===== config.mk =====
export PLATFORM = sky130hd
export DESIGN_NAME = bdeq_chain
export DESIGN_NICKNAME = d
export VERILOG_FILES = /design/src/hw/rtl/bdeq_pkg.sv /design/src/hw/rtl/bdeq_cell.sv /design/src/hw/rtl/bdeq_chain.sv
export SDC_FILE = /design/constraint.sdc
export NUM_CORES = 2
export LEC_CHECK = 0
export BUFFER_PORTS_ARGS = -buffer_cell sky130_fd_sc_hd__buf_4
export CAP_MARGIN = 20
export CORE_ASPECT_RATIO = 1.4
export CORE_UTILIZATION = 45
export CTS_CLUSTER_DIAMETER = 50
export DETAILED_ROUTE_END_ITERATION = 12
export GPL_TIMING_DRIVEN = 0
export MAX_ROUTING_LAYER = met4
export PLACE_DENSITY = 0.64
export SLEW_MARGIN = 30
export SYNTH_ARGS = -nofsm -noshare
export SYNTH_HDL_FRONTEND = slang
export SYNTH_SLANG_ARGS = --single-unit

===== constraint.sdc =====
create_clock -name clk -period 3.8 [get_ports clk]
set_clock_uncertainty 0.2 [all_clocks]
set_input_delay 0.19 -clock clk [delete_from_list [all_inputs] [get_ports clk]]
set_output_delay 0.19 -clock clk [all_outputs]
set_load 0.005 [all_outputs]

===== src/hw/rtl/bdeq_pkg.sv =====
// ----------------------------------------------------------------------------
// bdeq_pkg
// Types and constants shared by the bounded deque cells, chains and top level.
// ----------------------------------------------------------------------------
package bdeq_pkg;

	// request codes
	typedef enum logic [1:0] {
		REQ_INS_FRONT = 2'd0,
		REQ_INS_REAR  = 2'd1,
		REQ_DEL_FRONT = 2'd2,
		REQ_DEL_REAR  = 2'd3
	} req_t;

	localparam int unsigned DATA_W = 32;
	localparam int unsigned CAP_W  = 7;
	localparam logic [CAP_W-1:0] CAP_RESET = 7'd64;
	localparam logic signed [DATA_W-1:0] EMPTY_MARK = -32'sd1;

	typedef logic signed [DATA_W-1:0] data_t;

	// input item
	typedef struct packed {
		req_t  req_type;
		data_t value;
	} in_item_t;

	// result item
	typedef struct packed {
		logic  ok;
		data_t front_value;
		data_t rear_value;
		logic  is_empty;
		logic  is_full;
	} out_item_t;

	// operation applied to a whole chain
	typedef struct packed {
		logic  push;  // shift toward the tail, new item enters at the head
		logic  pop;   // shift toward the head
		logic  put;   // write the new item at the tail position
		data_t value;
	} chain_op_t;

	// per-cell select
	typedef struct packed {
		logic load;
		logic take_prev;
		logic take_next;
	} cell_ctrl_t;

endpackage


===== src/hw/rtl/bdeq_cell.sv =====
// ----------------------------------------------------------------------------
// bdeq_cell
// One storage cell of a chain: loads a new item or takes a neighbor's value.
// ----------------------------------------------------------------------------
module bdeq_cell
	import bdeq_pkg::*;
(
	input  logic       clk,
	input  cell_ctrl_t ctrl,
	input  data_t      new_val,
	input  data_t      prev_val,
	input  data_t      next_val,
	output data_t      val,
	output data_t      val_next
);

	data_t val_q;

	// next value select
	always_comb begin
		priority if (ctrl.load) begin
			val_next = new_val;
		end else if (ctrl.take_prev) begin
			val_next = prev_val;
		end else if (ctrl.take_next) begin
			val_next = next_val;
		end else begin
			val_next = val_q;
		end
	end

	// payload register, no reset needed
	always_ff @(posedge clk) begin
		val_q <= val_next;
	end

	assign val = val_q;

endmodule


===== src/hw/rtl/bdeq_chain.sv =====
// ----------------------------------------------------------------------------
// bdeq_chain
// Row of cells ordered from one end of the deque; the head cell's next value is read out.
// ----------------------------------------------------------------------------
module bdeq_chain
	import bdeq_pkg::*;
#(
	parameter int unsigned DEPTH = 64
) (
	input  logic                     clk,
	input  chain_op_t                op,
	input  logic [$clog2(DEPTH)-1:0] tail_idx,
	output data_t                    head_next
);

	localparam int unsigned IDX_W = $clog2(DEPTH);

	data_t vals [DEPTH];
	data_t nexts[DEPTH];

	for (genvar i = 0; i < DEPTH; i++) begin : g_cell
		cell_ctrl_t ctrl;
		data_t      prev_val;
		data_t      next_val;

		// neighbor wiring, the ends see their own value
		if (i == 0) begin : g_first
			assign prev_val = vals[i];
		end else begin : g_mid_prev
			assign prev_val = vals[i-1];
		end
		if (i == DEPTH - 1) begin : g_last
			assign next_val = vals[i];
		end else begin : g_mid_next
			assign next_val = vals[i+1];
		end

		// per-cell decode of the chain operation
		always_comb begin
			ctrl.load      = (op.push && (i == 0)) ||
			                 (op.put && (tail_idx == IDX_W'(i)));
			ctrl.take_prev = op.push && (i != 0);
			ctrl.take_next = op.pop;
		end

		bdeq_cell u_cell (
			.clk      (clk),
			.ctrl     (ctrl),
			.new_val  (op.value),
			.prev_val (prev_val),
			.next_val (next_val),
			.val      (vals[i]),
			.val_next (nexts[i])
		);
	end

	assign head_next = nexts[0];

endmodule


Word level (Yosys, flattened, before mapping)
Cells that the tools add are included.

Eq/ne operators: 63. Muxes and demuxes: 190. Reduce and logical (&&, ||, !) cells: 129.

Operator list (count): two-way mux 32 bit (190); equality test 6 bit, second input constant (32); nonzero test 3 bit (62); equality test 6 x 5 -> 1 bit, second input constant (16); logical AND 1 bit (64); equality test 6 x 4 -> 1 bit, second input constant (8); equality test 6 x 3 -> 1 bit, second input constant (4); equality test 6 x 2 -> 1 bit, second input constant (2); equality test 6 x 1 -> 1 bit, second input constant (1); logical NOT 6 bit (1); nonzero test 2 bit (1); logical OR 1 bit (1).

Input port bits: 42. Logic and storage cells: 446. Register bits: 2048. Output and inout bits: 32.

Depth between registers and ports, before layout
Depth after elaboration: 4. Depth in mapped cells: 6. Depth with buffers taken out: 3.

Hierarchy
A second synthesis with hierarchy kept.

Cell total of the unflattened synthesis: 11486. Area, all modules: 124916.1 um^2.

By module, submodules not included: bdeq_cell (instances 64, area each 1944.4 um^2, seq. area each 640.6 um^2, cells each 178); bdeq_chain (instances 1, area each 476.7 um^2, seq. area each 0.0 um^2, cells each 94).

Worst setup path before layout
Ideal clock, no wire load.

Path type: in2reg. Start point: in op[32] (netlist bit). End point: reg g_cell[11].u_cell.val_q[0] (enable). Slack: -0.335 ns. Arrival: 3.470 ns. Library setup time: 0.466 ns. Cell stages on the path: 5. Required time: 3.134 ns. Path through: buf_2 -> or3b_2 -> buf_2 -> clkbuf_1 -> o21ai_0.

Word-level cells in the longest chain between the ends: 2.

RTL lines: start: declaration (line bdeq_chain.sv:11) `input chain_op_t op,`; logical AND 1 bit (line bdeq_chain.sv:41) `(op.put && (tail_idx == IDX_W'(i)));`; nonzero test 3 bit (no source line); end signal: assignment (line bdeq_cell.sv:34) `val_q <= val_next;`; end: declaration (line bdeq_cell.sv:17) `data_t val_q;`.

Every way passes these cells. A chain may end at the register's enable or synchronous reset.

Worst setup path in the final report
Start point: in tail_idx[2]. End point: reg g_cell[6].u_cell.val_q[15] (enable).

Word-level cells in the longest chain between the ends: 3.

RTL lines: start: declaration (line bdeq_chain.sv:12) `input logic [$clog2(DEPTH)-1:0] tail_idx,`; equality test 6 x 3 -> 1 bit (line bdeq_chain.sv:41); logical AND 1 bit (line bdeq_chain.sv:41); nonzero test 3 bit (no source line); end signal: assignment (line bdeq_cell.sv:34); end: declaration (line bdeq_cell.sv:17).

Every way passes these cells.

==> summary.txt <==
Min path
  • Hold Startpoint: tail_idx[1]
  • Worst Hold Path Cells: 4
  • WHS Endpoint: g_cell[33].u_cell.val[18]$_DFFE_PP_
  • Hold Path Class: in2reg

Die
  • Die H: 587.4 µm
  • Initial Util: 45.30%
  • Chip Width: 420.1 µm
  • Core area: 0.2431 mm²
  • Die ar.: 0.2468 mm²
  • I/O pin cnt: 74
  • Core Rows: 214

Worst setup path
  • Setup slack, reg-to-reg: 1.93 ns
  • R2r worst-path depth: 2
  • Critical path arrival: 4.03 ns
  • Worst path bufs/invs: 6
  • Setup crit end kind: flop
  • Worst endpoint required time: 4.19 ns
  • Reg-to-reg endpoint: g_cell[3].u_cell.val[13]$_DFFE_PP_
  • CP max-delay cell: clkbuf_1
  • CP max FO: 18
  • Most numerous cell on the critical path: buf_2
  • CP max stage delay: 0.72 ns
  • Crit path cell chain: dlygate4sd3_1 > buf_4 > buf_2 > and4bb_2 > clkbuf_1 > nand2_1 > buf_2 > nand2_2 > buf_16
  • CP delay by family, top: buffers and inverters
  • Startpoint Class: input port
  • Critical path class: in2reg
  • Critical R2R Launch: g_cell[4].u_cell.val[13]$_DFFE_PP_

Layout
  • Seq. cell area: 0.06118 mm²
  • Area Growth Syn to Fin: 13.87%
  • Max FFs per register: 2048
  • Layout cells sized above 1: 59.04%
  • Final Cell Area: 0.1254 mm²
  • Multi-input logic area: 0.04645 mm²
  • Final nets: 7623
  • FILL cells: 20570

Clock tree
  • CTS clk-pin slew, worst paths: 0.06 ns
  • Root buf cell: clkbuf_16
  • Clk Latency, worst-skew pair: 0.91 ns
  • Num CTS Buffers: 216
  • TritonCTS clock tree: yes
  • Clock sink count: 2048
  • Cts repair resizes: 0
  • Longest Clk Path Bufs: 4
  • H-tree level count: 4

Synth
  • Adder-Cell Fraction of Synth Area: 0%
  • Syn Area/Cell: 15.37 µm²
  • Seq/Total Area, Yosys: 55.55%
  • Post-Synth XOR/XNOR Area: 0%
  • Synth unique cells: 32
  • Synth Cell Area: 0.1101 mm²
  • Syn. warnings: 0
  • Largest family of logic cells by synthesized area: multiplexers
  • Mux share of post-synthesis cell area: 39.37%
  • Yosys reg bits: 2048
  • Syn nets: 7207
  • Simple-gate area share of the yosys netlist: 1.509%
  • Synth Area in Compound Gates: 0.9497%
  • Cells after Synth: 7165

Routing
  • Routed vias/inst: 6.465
  • Routed wire length: 482.1 mm
  • DRT antenna net count: 0
  • TritonRoute pass-1 iters: 8
  • DRT iter0 DRCs: 9809
  • Wire per inst: 43.49 µm
  • DRC errors left: 0
  • Via count: 71660

Timing
  • Final Hold Viols: 0
  • Max_slew headroom: 23.65%
  • Final-report max-slew violation count: 0
  • Final worst path period share: 95.66%
  • Fin crit period: 3.635 ns
  • Slew @ Worst Pin: 1.142 ns
  • Peak Freq: 0.2751 GHz
  • RSZ-0062 raised after global routing: no
  • Final setup viols: 0

Global routing
  • GRT overflow: 0
  • Largest net degree at the start of global routing: 33
  • First-pass GRT wire length: 632.5 mm
  • Layer with the highest usage: met2
  • Gr usage total: 39.62%
  • Grt met2 use: 58.58%
  • Initial antenna violation count: 79
  • GR Layer Usage met1: 43.63%
  • Grt met3 use: 8.754%
  • Vias in the first global route: 69480

Placement
  • # port buffers: 38
  • Gp weighted congestion: 1.073
  • Post-DP Area: 0.1183 mm²
  • Post-DP HPWL: 375.3 mm

Power and ir drop
  • Final Power: 68.58 mW
  • Power Dens Cells: 546.8 mW/mm²
  • P_leak: 44.55 nW
  • Worst IR Drop VDD: 0.0003735 V

Outcome
  • Outcome: completed

Job
  • MaxCap Viol Count: 0
==> metrics by stage <==
stage | util (%) | cells | setup slack [ns] | TNS (ns) | hold WS, ns
final | 51.58 | 11080 | 0.1651 | 0 | 0.03822
after global routing | 51.54 | 11050 | 0.2703 | 0 | 0.01565
after CTS | 51.48 | 10990 | 0.2154 | 0 | 0.002381
after detailed placement | 48.65 | 10570 | -0.08444 | -6.983 | 0.3665
after global placement | 47.09 | 10440 | -3.092 | -2549.56 | 0.3582
after floorplan | - | 7165 | -0.3354 | -42.93 | 0.3475
==> synthesized netlist by cell type <==
cell      instances  area share, %
clkbuf_1        406            1.4
nor2_1           17          0.058
and3b_1           2          0.016
nand3b_1          2          0.014
nand2_1          88           0.30
nor3_1          192           0.87
buf_4             4          0.027
nand2b_1          3          0.017
nand4_2           1          0.011
nand2_2           1         0.0057
nand3_1           1         0.0045
or4_1             1         0.0068
or3b_2            1         0.0080
nand4b_1          3          0.024
nor4b_2           4          0.055
buf_2           172           0.78
edfxtp_1       2016             55
and3_1            1         0.0057
o21ai_0          16          0.073
nor4_2            1          0.011
or2_2             1         0.0057
a21oi_1         193           0.88
buf_1           126           0.43
nor3b_1           1         0.0068
mux2_2         3636             37
mux2i_1         192            1.7
mux2_1           44           0.45
nand4b_2          1          0.014
dfxtp_1          32           0.58
nor2_2            1         0.0057
and4bb_2          5          0.057
and4bb_1          1          0.011
==> worst reg2reg max path: stages, from the launching register on <==
cell and delay (ns):
edfxtp_1 0.74, mux2_2 0.43, mux2_2 0.25
==> worst max-delay path by stage <==
stage | startpoint | end | slack [ns] | cells after the start
2_1_floorplan | op[32] | g_cell[11].u_cell.val[0]$_DFFE_PP_ | -0.34 | 5
3_3_place_gp | tail_idx[3] | g_cell[7].u_cell.val[19]$_DFFE_PP_ | -3.09 | 4
3_5_place_dp | op[34] | g_cell[26].u_cell.val[12]$_DFFE_PP_ | -0.08 | 6
4_1_cts | tail_idx[3] | head_next[29] | 0.22 | 8
5_1_grt | tail_idx[2] | g_cell[6].u_cell.val[24]$_DFFE_PP_ | 0.27 | 9
6_report | tail_idx[2] | g_cell[6].u_cell.val[15]$_DFFE_PP_ | 0.17 | 9
==> cell families (layout without fill, tap and decap cells) <==
family                 count (synthesis)  in the layout
multiplexers                        3872           3872
flip-flops                          2048           2048
buffers and inverters                708           1294
AND/OR/NAND/NOR                      328            328
AO/OA/AOI/OAI                        209            209
other                                  0             93
==> repair_timing <==
action,4_1_cts,5_1_grt
hold endpoints to repair,102,0
hold buffers,29,0
setup buffers,0,0
setup endpoints to repair,0,0
==> report_power, final <==
part / total [mW] / leakage, nW / internal (mW) / switching [mW]
Sequential: 35.6 / 20.9 / 30.6 / 5.03
Clock: 21.0 / 3.23 / 11.4 / 9.56
Combinational: 12.0 / 20.4 / 6.90 / 5.06
Total: 68.6 / 44.6 / 48.9 / 19.6
==> metal layers <==
layer	vias up	share of wire [%]	routed length [µm]
met5	-	0	0
met4	0	12	56640
met3	1505	9.1	43950
met2	4729	45	217400
met1	36710	34	164000
li1	28710	-	-
==> placed cells by master (no fill, tap or decap), types with 17 or more instances in the layout <==
| cell | count |
|---|---|
| nor2_1 | 17 |
| buf_2 | 203 |
| diode_2 | 93 |
| clkbuf_16 | 219 |
| nor3_1 | 192 |
| a21oi_1 | 192 |
| clkbuf_1 | 255 |
| nand2_1 | 42 |
| buf_4 | 45 |
| clkinv_2 | 37 |
| clkbuf_2 | 191 |
| buf_16 | 82 |
| mux2_1 | 44 |
| dlygate4sd3_1 | 29 |
| dfxtp_1 | 32 |
| buf_1 | 95 |
| mux2_2 | 3636 |
| buf_12 | 36 |
| mux2i_1 | 192 |
| edfxtp_1 | 2016 |
| clkinv_1 | 55 |
| nand2_2 | 40 |
==> area by class of cell <==
cell class / instances / area share (%)
flip-flops and latches: 2048 / 48.78
multi-input cells: 4409 / 37.04
clock buffers: 271 / 4.549
well taps: 3240 / 3.233
repair buffers: 198 / 2.953
plain buffers: 708 / 2.551
clock inverters: 117 / 0.7034
diodes: 93 / 0.1856
(Power assumes the default switching activity.)
